**config.mk**
```make
export PLATFORM = sky130hd
export DESIGN_NAME = bb_ctrl
export DESIGN_NICKNAME = d
export VERILOG_FILES = /design/src/rtl/bb_pkg.sv /design/src/rtl/bb_ctrl.sv
export VERILOG_INCLUDE_DIRS = /design/src /design/src/rtl
export SDC_FILE = /design/constraint.sdc
export NUM_CORES = 1
export LEC_CHECK = 0
export BUFFER_PORTS_ARGS = -buffer_cell sky130_fd_sc_hd__buf_2
export CORE_MARGIN = 4
export CORE_UTILIZATION = 24
export CTS_CLUSTER_SIZE = 8
export DETAILED_ROUTE_END_ITERATION = 12
export PLACE_DENSITY = 0.42
export SETUP_SLACK_MARGIN = 0.3
export SYNTH_ARGS = -nofsm -noshare
export SYNTH_HDL_FRONTEND = slang
export SYNTH_SLANG_ARGS = --single-unit
```
**constraint.sdc**
```tcl
create_clock -name clk -period 24.4 [get_ports clk]
set_clock_uncertainty 0.1 [all_clocks]
set_input_delay 1.22 -clock clk [delete_from_list [all_inputs] [get_ports clk]]
set_output_delay 1.22 -clock clk [all_outputs]
set_load 0.01 [all_outputs]
```
**src/rtl/box_blur_5x5_rgb_macros.svh**
```systemverilog
// Assertion helpers for the box blur block.
`ifndef BOX_BLUR_5X5_RGB_MACROS_SVH
`define BOX_BLUR_5X5_RGB_MACROS_SVH

// Check that a condition implies another at the same edge.
`define BB_ASSERT_IMPL(label, clk, rst_n, a, b) \
label: assert property (@(posedge clk) disable iff (!rst_n) (a) |-> (b)) \
    else $error("bb: %s", "label");

// Check that a condition implies another at the next edge.
`define BB_ASSERT_NEXT(label, clk, rst_n, a, b) \
label: assert property (@(posedge clk) disable iff (!rst_n) (a) |=> (b)) \
    else $error("bb: %s", "label");

`endif

```
**src/rtl/bb_pkg.sv**
```systemverilog
// ----------------------------------------------------------------------------
// bb_pkg
// Shared types and constants of the 5x5 box blur.
// ----------------------------------------------------------------------------
package bb_pkg;
    localparam int MaxWidth = 2048;
    localparam int Radius   = 2;
    localparam int Slots    = 2 * Radius + 2;
    localparam int Taps     = 2 * Radius + 1;
    localparam int ColW     = 11;
    localparam int RowW     = 13;
    localparam int SlotW    = 3;
    localparam int AddrW    = 14;
    localparam int Depth    = 16384;
    localparam int PixW     = 24;
    localparam int SumW     = 13;
    localparam int CntW     = 5;

    localparam logic [0:0] OP_PIXEL = 1'b0;
    localparam logic [0:0] OP_FLUSH = 1'b1;
    localparam logic [0:0] REG_WIDTH  = 1'b0;
    localparam logic [0:0] REG_HEIGHT = 1'b1;

    // input channel payload
    typedef struct packed {
        logic [0:0] opcode;
        logic [7:0] chan0;
        logic [7:0] chan1;
        logic [7:0] chan2;
    } pixel_item_t;

    // output channel payload
    typedef struct packed {
        logic [7:0] chan0_mean;
        logic [7:0] chan1_mean;
        logic [7:0] chan2_mean;
        logic       last_pixel;
    } mean_item_t;

    // controller to datapath
    typedef struct packed {
        logic             wr_en;
        logic [AddrW-1:0] wr_addr;
        logic [PixW-1:0]  wr_data;
        logic             rd_en;
        logic [AddrW-1:0] rd_addr;
        logic             rd_ok;
        logic             acc_clr;
        logic             acc_en;
        logic             div_start;
        logic [CntW-1:0]  count;
    } bb_cmd_t;

    typedef struct packed {
        logic            div_busy;
        logic            div_done;
    } bb_stat_t;
endpackage

```
**src/rtl/bb_ctrl.sv**
```systemverilog
// ----------------------------------------------------------------------------
// bb_ctrl
// Sequencer: counts positions, writes the line store, walks the window.
// ----------------------------------------------------------------------------
`include "box_blur_5x5_rgb_macros.svh"
module bb_ctrl (
    input  logic             clk,
    input  logic             rst_n,
    input  logic             cfg_we,
    input  logic [0:0]       cfg_idx,
    input  logic [11:0]      cfg_width,
    input  logic [12:0]      cfg_height,
    input  logic             in_valid,
    input  logic [0:0]       in_op,
    input  logic [23:0]      in_pix,
    output logic             in_ready,
    output logic             out_valid,
    input  logic             out_ready,
    output logic             out_last,
    output bb_pkg::bb_cmd_t  cmd,
    input  bb_pkg::bb_stat_t stat
);
    typedef enum logic [2:0] {
        S_IDLE, S_WALK, S_DRAIN, S_START, S_DIV, S_OUT
    } state_t;

    localparam int RW = bb_pkg::RowW;
    localparam int CW = bb_pkg::ColW;
    localparam int SW = bb_pkg::SlotW;

    state_t          state_reg;
    logic [CW:0]     w_reg;     // effective width, 1..MaxWidth
    logic [RW-1:0]   h_reg;     // effective height
    logic [RW-1:0]   in_row_reg, out_row_reg;
    logic [CW-1:0]   in_col_reg, out_col_reg;
    logic [SW-1:0]   in_slot_reg, out_slot_reg;
    logic            all_in_reg;
    logic [2:0]      dr_reg, dc_reg;
    logic [bb_pkg::CntW-1:0] n_reg;
    logic            last_reg;
    logic            valid_reg;
    logic [26:0]     got, nxt;
    logic [RW:0]     rr;
    logic [CW+1:0]   cc;
    logic            tap_ok;
    logic [SW:0]     slot_sum;
    logic [SW-1:0]   slot;
    logic [RW-1:0]   in_row_n;
    logic [CW-1:0]   in_col_n;
    logic [SW-1:0]   in_slot_n;
    logic            all_in_n;
    logic [CW:0]     w_eff;

    always_comb
    begin
        w_eff = (cfg_width == '0) ? (CW+1)'(1) :
                (cfg_width > 12'(bb_pkg::MaxWidth)) ? (CW+1)'(bb_pkg::MaxWidth) :
                cfg_width[CW:0];
    end

    // next input position after a stored pixel
    always_comb
    begin
        in_row_n  = in_row_reg;
        in_col_n  = in_col_reg + CW'(1);
        in_slot_n = in_slot_reg;
        all_in_n  = all_in_reg;
        if ((CW+1)'(in_col_reg) + (CW+1)'(1) >= w_reg)
        begin
            in_col_n  = '0;
            in_row_n  = in_row_reg + RW'(1);
            in_slot_n = (in_slot_reg == SW'(bb_pkg::Slots - 1)) ? '0 : in_slot_reg + SW'(1);
            if (in_row_reg + RW'(1) >= h_reg)
            begin
                all_in_n = 1'b1;
            end
        end
        got = 27'(in_row_n) * 27'(w_reg) + 27'(in_col_n);
        nxt = 27'(out_row_reg) * 27'(w_reg) + 27'(out_col_reg)
            + 27'(w_reg) * 27'(bb_pkg::Radius) + 27'(bb_pkg::Radius);
    end

    // current window tap
    always_comb
    begin
        rr = (RW+1)'(out_row_reg) + (RW+1)'(dr_reg) - (RW+1)'(bb_pkg::Radius);
        cc = (CW+2)'(out_col_reg) + (CW+2)'(dc_reg) - (CW+2)'(bb_pkg::Radius);
        tap_ok = !rr[RW] && (rr[RW-1:0] < h_reg) && !cc[CW+1] && (cc[CW:0] < w_reg);
        // ring slot of the tap row: out_slot + dr - Radius, wrapped into the ring
        slot_sum = (SW+1)'(out_slot_reg) + (SW+1)'(dr_reg)
                 + (SW+1)'(bb_pkg::Slots - bb_pkg::Radius);
        if (slot_sum >= (SW+1)'(2 * bb_pkg::Slots))
        begin
            slot = SW'(slot_sum - (SW+1)'(2 * bb_pkg::Slots));
        end
        else if (slot_sum >= (SW+1)'(bb_pkg::Slots))
        begin
            slot = SW'(slot_sum - (SW+1)'(bb_pkg::Slots));
        end
        else
        begin
            slot = SW'(slot_sum);
        end
    end

    assign in_ready  = (state_reg == S_IDLE) && !cfg_we;
    assign out_valid = valid_reg;
    assign out_last  = last_reg;

    always_comb
    begin
        cmd           = '0;
        cmd.wr_en     = in_valid && in_ready && (in_op == bb_pkg::OP_PIXEL) && !all_in_reg;
        cmd.wr_addr   = {in_slot_reg, in_col_reg};
        cmd.wr_data   = in_pix;
        cmd.rd_en     = (state_reg == S_WALK);
        cmd.rd_addr   = {slot, cc[CW-1:0]};
        cmd.rd_ok     = (state_reg == S_WALK) && tap_ok;
        cmd.acc_en    = (state_reg == S_WALK);
        cmd.acc_clr   = (state_reg == S_IDLE);
        cmd.div_start = (state_reg == S_START);
        cmd.count     = n_reg;
    end

    always_ff @(posedge clk or negedge rst_n)
    begin
        if (!rst_n)
        begin
            state_reg    <= S_IDLE;
            w_reg        <= (CW+1)'(640);
            h_reg        <= RW'(480);
            in_row_reg   <= '0;
            in_col_reg   <= '0;
            in_slot_reg  <= '0;
            out_row_reg  <= '0;
            out_col_reg  <= '0;
            out_slot_reg <= '0;
            all_in_reg   <= 1'b0;
            dr_reg       <= '0;
            dc_reg       <= '0;
            n_reg        <= '0;
            last_reg     <= 1'b0;
            valid_reg    <= 1'b0;
        end
        else
        begin
            case (state_reg)
                S_IDLE:
                begin
                    if (cfg_we)
                    begin
                        if (cfg_idx == bb_pkg::REG_WIDTH)
                        begin
                            w_reg <= w_eff;
                        end
                        else
                        begin
                            h_reg <= (cfg_height == '0) ? RW'(1) : cfg_height;
                        end
                        in_row_reg   <= '0;
                        in_col_reg   <= '0;
                        in_slot_reg  <= '0;
                        out_row_reg  <= '0;
                        out_col_reg  <= '0;
                        out_slot_reg <= '0;
                        all_in_reg   <= 1'b0;
                    end
                    else if (in_valid)
                    begin
                        dr_reg <= '0;
                        dc_reg <= '0;
                        n_reg  <= '0;
                        if (cmd.wr_en)
                        begin
                            in_row_reg  <= in_row_n;
                            in_col_reg  <= in_col_n;
                            in_slot_reg <= in_slot_n;
                            all_in_reg  <= all_in_n;
                            if (all_in_n || (got > nxt))
                            begin
                                state_reg <= S_WALK;
                            end
                        end
                        else if (all_in_reg)
                        begin
                            state_reg <= S_WALK;
                        end
                    end
                end
                S_WALK:
                begin
                    if (tap_ok)
                    begin
                        n_reg <= n_reg + bb_pkg::CntW'(1);
                    end
                    if (dc_reg == 3'(bb_pkg::Taps - 1))
                    begin
                        dc_reg <= '0;
                        if (dr_reg == 3'(bb_pkg::Taps - 1))
                        begin
                            state_reg <= S_DRAIN;
                        end
                        else
                        begin
                            dr_reg <= dr_reg + 3'd1;
                        end
                    end
                    else
                    begin
                        dc_reg <= dc_reg + 3'd1;
                    end
                end
                S_DRAIN:
                begin
                    // last read lands in the accumulators at the end of this cycle
                    state_reg <= S_START;
                end
                S_START:
                begin
                    state_reg <= S_DIV;
                end
                S_DIV:
                begin
                    if (stat.div_done)
                    begin
                        valid_reg <= 1'b1;
                        last_reg  <= (out_row_reg == h_reg - RW'(1))
                                  && ((CW+1)'(out_col_reg) == w_reg - (CW+1)'(1));
                        state_reg <= S_OUT;
                    end
                end
                S_OUT:
                begin
                    if (out_ready)
                    begin
                        valid_reg <= 1'b0;
                        state_reg <= S_IDLE;
                        if ((CW+1)'(out_col_reg) + (CW+1)'(1) >= w_reg)
                        begin
                            out_col_reg <= '0;
                            if (out_row_reg + RW'(1) >= h_reg)
                            begin
                                in_row_reg   <= '0;
                                in_col_reg   <= '0;
                                in_slot_reg  <= '0;
                                out_row_reg  <= '0;
                                out_slot_reg <= '0;
                                all_in_reg   <= 1'b0;
                            end
                            else
                            begin
                                out_row_reg  <= out_row_reg + RW'(1);
                                out_slot_reg <= (out_slot_reg == SW'(bb_pkg::Slots - 1)) ?
                                                '0 : out_slot_reg + SW'(1);
                            end
                        end
                        else
                        begin
                            out_col_reg <= out_col_reg + CW'(1);
                        end
                    end
                end
                default:
                begin
                    state_reg <= S_IDLE;
                end
            endcase
        end
    end

    `BB_ASSERT_IMPL(a_valid_out, clk, rst_n, valid_reg, state_reg == S_OUT)
    `BB_ASSERT_IMPL(a_ready_idle, clk, rst_n, in_ready, !valid_reg)
    `BB_ASSERT_IMPL(a_cnt_max, clk, rst_n, state_reg == S_DIV, n_reg != '0)
endmodule

```
Word-level counts from Yosys, hierarchy flattened
Index checks and enable logic that the tools add are counted.
{"block": "classes", "n_mul": 2, "eq_ne": 27, "n_lt_le_gt_ge": 10, "bitwise": 2, "n_reduce_logical": 32, "mux": 78, "addsub": 25}
{"operator": "$mux W13", "count": 12}
{"operator": "$mux W11", "count": 10}
{"operator": "$mux W3", "count": 29}
{"operator": "$add A25 B11 Y26", "count": 2}
{"operator": "$pmux W13 S2", "count": 2}
{"operator": "$mul A13 B12 Y25", "count": 2}
{"operator": "$pmux W11 S2", "count": 2}
{"operator": "$add A26 B13 Y27", "count": 1}
{"operator": "$add A27 B2 Y27 const B", "count": 1}
{"operator": "$gt A26 B27 Y1", "count": 1}
{"operator": "$add A13 B1 Y13 const B", "count": 2}
{"operator": "$ge A13 B13 Y1", "count": 2}
{"operator": "$add A11 B1 Y12 const B", "count": 2}
{"operator": "$ge A12 B12 Y1", "count": 2}
{"operator": "$mux W12", "count": 2}
{"operator": "$pmux W3 S2", "count": 4}
{"operator": "$add A11 B1 Y11 const B", "count": 2}
{"operator": "$eq A3 B3 Y1 const B", "count": 6}
{"operator": "$pmux W3 S6", "count": 1}
{"operator": "$ne A2 B2 Y1 const B", "count": 8}
{"operator": "$mux W5", "count": 3}
{"operator": "$reduce_and A3 Y1", "count": 5}
{"operator": "$add A13 B3 Y14", "count": 1}
{"operator": "$sub A14 B2 Y14 const B", "count": 1}
{"operator": "other kinds (39)", "count": 73}
{"block": "word_totals", "output_inout_bits": 66, "register_bits": 96, "wordCells": 191}

Longest topological paths before layout
Gate-level depths: netlist (run 1).
{"block": "depth", "ltp_word": 12, "ltp_mapped": 42, "mapped_depth_nobuf": 40}

Worst setup path after synthesis (run 1)
Ideal clock, no wire load.
{"block": "synth_timing", "kind": "flip-flop to flip-flop", "from": "register in_col_reg[0]", "to": "register state_reg[0]", "slack_ps": 15126, "path_stages_with_launch": 41, "t_arrival_ps": 9050, "n_path_buf": 1, "path_cell_list": "dfrtp_1 -> ha_1 -> nand3_1 -> nor2_1 -> nand2_1 -> xnor2_1 -> ha_1 -> a211o_1 -> a2111oi_1 -> o21ai_1 -> buf_2 -> nand2_1 -> xor2_1 -> nor2_1 -> fa_1 -> inv_1 -> fa_1 -> inv_1 -> (+5 left out) -> ha_1 -> o21a_1 -> o21ai_0 -> nand2b_1 -> a41oi_1 -> o21ai_0 -> nand2b_1 -> nand2_1 -> xor2_1 -> ha_1 -> a21o_1 -> a21o_1 -> a211o_1 -> a2111oi_0 -> o21ai_0 -> o211ai_1 -> o32ai_1 -> a211o_1"}
{"block": "synth_between", "elab_chain_len": 9}
{"element": "start: declaration", "line": "bb_ctrl.sv:35", "rtl": "logic [CW-1:0] in_col_reg, out_col_reg;"}
{"element": "start signal: assignment", "line": "bb_ctrl.sv:176", "rtl": "in_col_reg <= in_col_n;"}
{"element": "$add A11 B1 Y12", "line": "bb_ctrl.sv:68", "rtl": "if ((CW+1)'(in_col_reg) + (CW+1)'(1) >= w_reg)"}
{"element": "$ge A12 B12 Y1", "line": "bb_ctrl.sv:68"}
{"element": "$mux W13", "line": "bb_ctrl.sv:68"}
{"element": "$mul A13 B12 Y25", "line": "bb_ctrl.sv:78", "rtl": "got = 27'(in_row_n) * 27'(w_reg) + 27'(in_col_n);"}
{"element": "$add A25 B11 Y26", "line": "bb_ctrl.sv:78"}
{"element": "$gt A26 B27 Y1", "line": "bb_ctrl.sv:179", "rtl": "if (all_in_n || (got > nxt))"}
{"element": "$logic_or A1 B1 Y1 (*)", "line": "bb_ctrl.sv:179"}
{"element": "$ne A3 B2 Y1 (no line) (*)"}
{"element": "$reduce_and A8 Y1 (no line) (*)"}
{"element": "end signal: assignment", "line": "bb_ctrl.sv:181", "rtl": "state_reg <= S_WALK;"}
{"element": "end signal: assignment", "line": "bb_ctrl.sv:186", "rtl": "state_reg <= S_WALK;"}
{"element": "end signal: assignment", "line": "bb_ctrl.sv:201", "rtl": "state_reg <= S_DRAIN;"}
{"element": "end: declaration", "line": "bb_ctrl.sv:31", "rtl": "state_t state_reg;"}
Every way passes the cells marked *; elsewhere a longest branch is shown, timed or not.
A chain may end at the register's enable or synchronous reset.

Worst setup path after layout (run 1)
{"block": "layout_timing", "from": "register w_reg[9]", "to": "register state_reg[0]"}
{"block": "layout_between", "elab_chain_len": 8}
{"element": "start: declaration", "line": "bb_ctrl.sv:32", "rtl": "logic [CW:0] w_reg;"}
{"element": "start signal: assignment", "line": "bb_ctrl.sv:130", "rtl": "w_reg <= (CW+1)'(640);"}
{"element": "start signal: assignment", "line": "bb_ctrl.sv:154", "rtl": "w_reg <= w_eff;"}
{"element": "$mul A13 B12 Y25 or $ge A12 B12 Y1 (tied branches)", "line": "bb_ctrl.sv:79, bb_ctrl.sv:68"}
{"element": "$add A25 B11 Y26 or $mux W13 (tied branches)", "line": "bb_ctrl.sv:79, bb_ctrl.sv:68"}
{"element": "$add A26 B13 Y27 or $mul A13 B12 Y25 (tied branches)", "line": "bb_ctrl.sv:80, bb_ctrl.sv:78"}
{"element": "$add A27 B2 Y27 or $add A25 B11 Y26 (tied branches)", "line": "bb_ctrl.sv:80, bb_ctrl.sv:78"}
{"element": "$gt A26 B27 Y1", "line": "bb_ctrl.sv:179"}
{"element": "$logic_or A1 B1 Y1 (*)", "line": "bb_ctrl.sv:179"}
{"element": "$ne A3 B2 Y1 (no line) (*)"}
{"element": "$reduce_and A8 Y1 (no line) (*)"}
Marked as above.

==> summary.txt, run 1 <==
Floorplan
  • Die W: 302 um
  • Num ports: ~120
  • # rows: 107
  • Die area: ~91,000 sq um
  • Initial Util: 0.243
  • Die height: 302 um
  • Core Region: 85,500 sq um

Logic synthesis
  • Ys flop type: dfrtp_1
  • Asr flop ratio synth: 1.00
  • Post-synthesis cell count: 2,427
  • Syn Area/Cell: 8.56 sq um
  • EDFF count, synth: 0
  • Synth unique cells: 68
  • Yosys Warn Count: 0
  • Yosys reg bits: 96
  • Syn_nets: 3,069
  • Area of the mapped netlist: 20,800 sq um
  • Sequential area share after synthesis: 0.116

Clock network
  • H-Tree Depth: 3
  • Resized cells post-CTS: 0
  • Clk pin slew, worst setup/hold paths: 0.08 ns
  • CTS tree: done
  • CTS Buffer Depth: 2
  • Total CTS buffers: 9
  • Root Driver: clkbuf_16
  • Setup Fix Bufs, Post-CTS: 0
  • Clock tree sinks: 96
  • Hold_buf cts: 0
  • Clk_lat worst skew: around 0.39 ns

Setup path
  • Arrival time at the worst endpoint: 11.71 ns
  • CP max-delay cell: clkinv_1
  • CP Class: reg -> reg
  • Max incr delay on CP: 0.69 ns
  • CP max FO: 26
  • Most used cell, CP: fa_1
  • Critical Path End Type: flip-flop
  • Startpoint class of the critical path: flip-flop
  • Worst Path Required: 24.57 ns

Timing
  • Setup TNS Final: 0 ns
  • Final hold slack: 0.423 ns
  • Fin. max-slew vios: 0
  • RSZ-0062 raised after global routing: no
  • Fin. Hold Viols: 0
  • Setup-failing EPs final: 0
  • Slew headroom: 0.162
  • Worst Tran Pin Value: 1.25 ns
  • Final min period: 11.54 ns
  • Tcrit/Tclk final: 0.473
  • Fmax: 86.7 MHz

Layout
  • Nets: 3,086
  • Finished Cell Area: around 23,000 sq um
  • Share of layout cells above drive strength 1: 0.0682
  • Layout area overhead: 9.12%
  • Most frequent cells in the layout: inv_1, ha_1, nand2_1, fa_1, nor2_1
  • Final Non-Filler Cells: about 3,600
  • # fillers: 9,294
  • Commonest non-fill, non-tap cell in the layout: inv_1

Route
  • Antenna-violating nets left: 0
  • Initial DRC count: 831
  • Via count: ~17,000
  • Drt first pass iters: 5
  • Residual DRC: 0
  • Via density: 4.62
  • Post-Route WL: 64,700 um
  • Routed WL per cell: between 15 and 20 um

GRT
  • Vias in the first global route: 16,900
  • First-pass GRT wire length: 101,000 um
  • Met1 usage: 0.200
  • Most Crowded Layer GR: met2
  • Met2 global-route usage: 0.242
  • Gr ovfl total: 0
  • Largest net degree at the start of global routing: 58
  • Aggregate global-route resource usage: 0.144
  • Initial antenna violation count: 2
  • Routing usage on met3: 0.0149

Place
  • RePlAce Congestion: ~0.81
  • Final HPWL DP: between 50,000 and 60,000 um
  • Placed Area: 22,400 sq um
  • Placed cells: 3,577
  • Port Buffers: 74

Flow run
  • Max-cap violation count: 0

Hold path
  • Worst min-delay path class: reg -> reg

Power and ir drop
  • Maximum VDD drop: around 0.066 mV
  • Total Power: between 1 and 1.5 mW
  • Pwr per Cell Area: just under 60 nW/um^2
  • Leak Pwr: between 10 and 15 nW

Outcome
  • Outcome: completed
## power breakdown
part	leakage (nW)	switching, mW	internal, mW
Sequential	1.27	0.0358	0.193
Clock	0.141	0.0753	0.0804
Combinational	10.2	0.634	0.332
Total	11.7	0.745	0.605
## cell usage after synthesis, types with 6 or more instances
library cell	n	share of area
a211o_1	6	0.0025
a211oi_1	13	0.0047
a21o_1	44	0.016
a21oi_1	70	0.017
a22o_1	27	0.011
a31oi_1	11	0.0033
and2_1	50	0.015
and3_1	21	0.0063
buf_4	25	0.0090
clkbuf_1	76	0.014
clkinv_1	7	0.0013
dfrtp_1	90	0.11
dfstp_2	6	0.0076
fa_1	256	0.25
ha_1	328	0.20
inv_1	397	0.072
mux2_2	15	0.0081
nand2_1	300	0.054
nand2b_1	26	0.0078
nand3_1	38	0.0092
nand4_1	18	0.0054
nor2_1	161	0.029
nor2b_1	22	0.0066
nor3_1	25	0.0060
nor4_1	13	0.0039
o211ai_1	6	0.0022
o21a_1	21	0.0076
o21ai_0	113	0.027
o21bai_1	8	0.0029
o22ai_1	8	0.0024
o31ai_1	14	0.0051
xnor2_1	96	0.040
xor2_1	45	0.019
## through the flow
step,setup WS [ns],util
2_1_floorplan,15.13,-
4_1_cts,12.76,0.265
3_5_place_dp,12.81,0.261
3_3_place_gp,12.86,0.261
5_1_grt,11.99,0.265
6_report,12.86,0.265
## worst paths after layout
| check | from | to | slack (ns) | cells after the start |
|---|---|---|---|---|
| max in group asynchronous | rst_n | out_row_reg[0] | 22.20 | 2 |
| worst min register to register | out_slot_reg[1] | out_slot_reg[1] | 0.42 | 1 |
| min in group asynchronous | rst_n | in_col_reg[5] | 0.75 | 1 |
| worst max register to register | w_reg[9] | state_reg[0] | 12.86 | 35 |
| worst max-delay path | w_reg[9] | state_reg[0] | 12.86 | 35 |
| worst min-delay path | out_slot_reg[1] | out_slot_reg[1] | 0.42 | 1 |
## worst max-delay path, delay by kind of cell (launching register included)
family,cells,cell delay [ns]
AOI/OAI and AO/OA,14,4.34
xor gates and xnor gates,2,0.60
adders and majority gates,8,3.79
buffers and inverters,7,1.57
DFF,1,0.52
and+or+nand+nor,4,0.49
## layout make-up
type                            instances  area [sq um]  area share
Sequential cell                        96          2410       0.106
Multi-Input combinational cell       1819         16300       0.721
Tap cell                             1144          1430      0.0631
Clock buffer                           10           229      0.0101
Antenna cell                            1          2.50    0.000110
Clock inverter                          6          70.1     0.00309
Timing Repair Buffer                  114           673      0.0297
Inverter                              404          1520      0.0669
## logic make-up (layout without fill, tap and decap cells)
| family | after synthesis | in the layout | share of synthesized area |
|---|---|---|---|
| buffers and inverters | 512 | 534 | 0.0979 |
| AOI/OAI and AO/OA | 379 | 379 | 0.118 |
| and+or+nand+nor | 699 | 699 | 0.155 |
| DFF | 96 | 96 | 0.116 |
| other | 0 | 1 | 0 |
| adders and majority gates | 584 | 584 | 0.444 |
| muxes | 16 | 16 | 0.00861 |
| xor gates and xnor gates | 141 | 141 | 0.0594 |
## metal layers
metal  routed length (um)  vias to the layer above  part of all wire
met5                    0                        -                 0
met4                 1050                        0             0.016
met3                 2260                       34             0.035
met2                30700                      273              0.47
met1                30700                     8412              0.47
li1                     -                     7877                 -
(Power assumes the default switching activity.)
==> inputs of run 2 (changes only) <==
- PLACE_DENSITY: 0.42 -> 0.44
- clock period: 24.4 -> 10.3 ns (I/O delays scaled with it)
==> summary.txt, run 2 (synthesis results as in run 1) <==
GRT
  • First-pass GRT wire length: 102,000 um (was 101,000 um)
  • Vias in the first global route: 16,800 (was 16,900)
  • Aggregate global-route resource usage: 0.146 (was 0.144)
  • Initial antenna violation count: 3 (was 2)
  • Largest net degree at the start of global routing: 58 (unchanged)
  • Gr ovfl total: 0 (unchanged)

Timing
  • Setup TNS Final: 0 ns (unchanged)
  • Fin. max-slew vios: 0 (unchanged)
  • Setup-failing EPs final: 0 (unchanged)
  • Worst setup margin: 0.721 ns (was 12.86 ns)
  • Slew headroom: 0.220 (was 0.162)
  • Fin. Hold Viols: 0 (unchanged)
  • Worst Tran Pin Value: 1.16 ns (was 1.25 ns)
  • RSZ-0062 raised after global routing: no (unchanged)
  • Tcrit/Tclk final: 0.930 (was 0.473)
  • Fmax: 104 MHz (was 86.7 MHz)
  • Final min period: 9.58 ns (was 11.54 ns)

Clock network
  • Total CTS buffers: 9 (unchanged)
  • Root Driver: clkbuf_16 (unchanged)
  • Clk_lat worst skew: 0.39 ns (about the same)
  • Hold_buf cts: 0 (unchanged)
  • H-Tree Depth: 3 (unchanged)
  • Clk pin slew, worst setup/hold paths: 0.09 ns (was 0.08 ns)
  • CTS Buffer Depth: 2 (unchanged)
  • CTS tree: done (unchanged)
  • Clock tree sinks: 96 (unchanged)

Place
  • Final HPWL DP: 52,900 um (was 51,600 um)
  • Port Buffers: 74 (unchanged)
  • Pre-CTS setup slack: 0.183 ns (was 12.81 ns)
  • RePlAce Congestion: 0.825 (was 0.811)

Setup path
  • Critical R2R Launch: in_col_reg[0] (was w_reg[9])
  • Critical Path End Type: flip-flop (unchanged)
  • Arrival time at the worst endpoint: 9.77 ns (was 11.71 ns)
  • R2R Setup Slk: 0.72 ns (was 12.86 ns)
  • Most used cell, CP: fa_1 (unchanged)
  • CP max FO: 9 (was 26)
  • Crit path launch: in_col_reg[0] (was w_reg[9])
  • Worst Path Required: 10.49 ns (was 24.57 ns)
  • CP max-delay cell: fa_1 (was clkinv_1)
  • CP Class: reg -> reg (unchanged)
  • Max incr delay on CP: 0.56 ns (was 0.69 ns)
  • Startpoint class of the critical path: flip-flop (unchanged)
  • Reg2reg path depth: 38 (was 35)
  • Reg-to-Reg End: state_reg[0] (unchanged)

Route
  • Initial DRC count: 854 (was 831)
  • Post-Route WL: 65,400 um (was 64,700 um)
  • Via count: 16,400 (was 16,600)
  • Routed WL per cell: 17.9 um (was 18.0 um)
  • Antenna-violating nets left: 0 (unchanged)
  • Residual DRC: 0 (unchanged)
  • Via density: 4.48 (was 4.62)
  • Drt first pass iters: 5 (unchanged)

Floorplan
  • Die W: 302 um (unchanged)
  • Die area: 91,300 sq um (unchanged)
  • Num ports: 124 (unchanged)
  • Initial Util: 0.243 (unchanged)
  • # rows: 107 (unchanged)
  • Core Region: 85,500 sq um (unchanged)
  • Die height: 302 um (unchanged)

Layout
  • Share of layout cells above drive strength 1: 0.104 (was 0.0682)
  • Core Util, Final: 0.273 (was 0.265)
  • Layout area overhead: 12.5% (was 9.12%)
  • Nets: 3,155 (was 3,086)
  • # fillers: 9,310 (was 9,294)
  • Commonest non-fill, non-tap cell in the layout: inv_1 (unchanged)
  • Most frequent cells in the layout: inv_1, ha_1, nand2_1, fa_1, nor2_1 (unchanged)

Hold path
  • Worst min-delay path class: in -> async (was reg -> reg)

Power and ir drop
  • Maximum VDD drop: 0.140 mV (was 0.0661 mV)
  • Leak Pwr: 12.1 nW (was 11.7 nW)
  • Total Power: 3.26 mW (was 1.35 mW)
  • Pwr per Cell Area: 139 nW/um^2 (was 59.6 nW/um^2)

Outcome
  • Outcome: completed (unchanged)

Flow run
  • Max-cap violation count: 0 (unchanged)
run 2: cell types whose count changed in the layout (fill, tap and decap cells not counted), sizes merged:
cell,delta
inv,+3
buf,+69
clkinv,+1
clkbuf,-1
clkinvlp,-2
bufinv,-1
run 2: report_power, final:
part / switching, mW / internal, mW / total (mW)
combinational: 1.52 / 0.830 / 2.35
sequential: 0.0961 / 0.458 / 0.554
clock: 0.189 / 0.170 / 0.359
total: 1.80 / 1.46 / 3.26
run 2: what timing repair did:
item / CTS / global route
endpoints found under the setup margin: 1 / 1
pin swaps: 1 / 4
gates cloned: 0 / 0
setup buffers: 3 / 5
gates resized for setup: 5 / 31
endpoints found under the hold margin: 0 / 0
run 2: critical path: cells and delay by family, from the launching register on:
kind	cells	cell delay (ns)
adder cells (fa/ha/maj)	8	3.50
AO/OA/AOI/OAI	12	2.98
AND/OR/NAND/NOR	9	1.13
buffers and inverters	6	0.79
XOR/XNOR	3	0.54
flip-flops	1	0.43
run 2: how the worst max path moves through the flow:
stage / cells past startpoint / end / slack [ns]
floorplan: 40 / state_reg[0] / 1.03
global placement: 39 / state_reg[0] / 0.25
detailed placement: 38 / state_reg[0] / 0.18
CTS: 40 / state_reg[0] / 0.31
global route: 42 / state_reg[0] / 0.28
finish: 38 / state_reg[0] / 0.72
run 2: layer usage:
layer	vias up	GRT usage	wire [um]
li1	8029	-	-
met1	8108	0.209	31900
met2	249	0.238	30200
met3	36	0.0169	2420
met4	2	0.0267	881
met5	-	0	12
run 2: per-stage QoR:
step                      hold WS (ns)  cells  instance area, sq um
after floorplan                  0.119   2427                 20800
after global placement           0.397   3638                 22800
after detailed placement         0.409   3638                 22800
after CTS                       0.0418   3657                 23200
after global routing            0.0590   3662                 23400
final                           0.0287   3663                 23400
run 2: area by class of cell:
| class | instances | area, sq um | area share |
|---|---|---|---|
| diodes | 1 | 2.50 | 0.000107 |
| clock buffers | 9 | 225 | 0.00963 |
| clock inverters | 7 | 62.6 | 0.00268 |
| inverters | 404 | 1520 | 0.0649 |
| multi-input cells | 1819 | 16500 | 0.706 |
| flip-flops and latches | 96 | 2410 | 0.103 |
| well taps | 1144 | 1430 | 0.0612 |
| repair buffers | 183 | 1220 | 0.0522 |
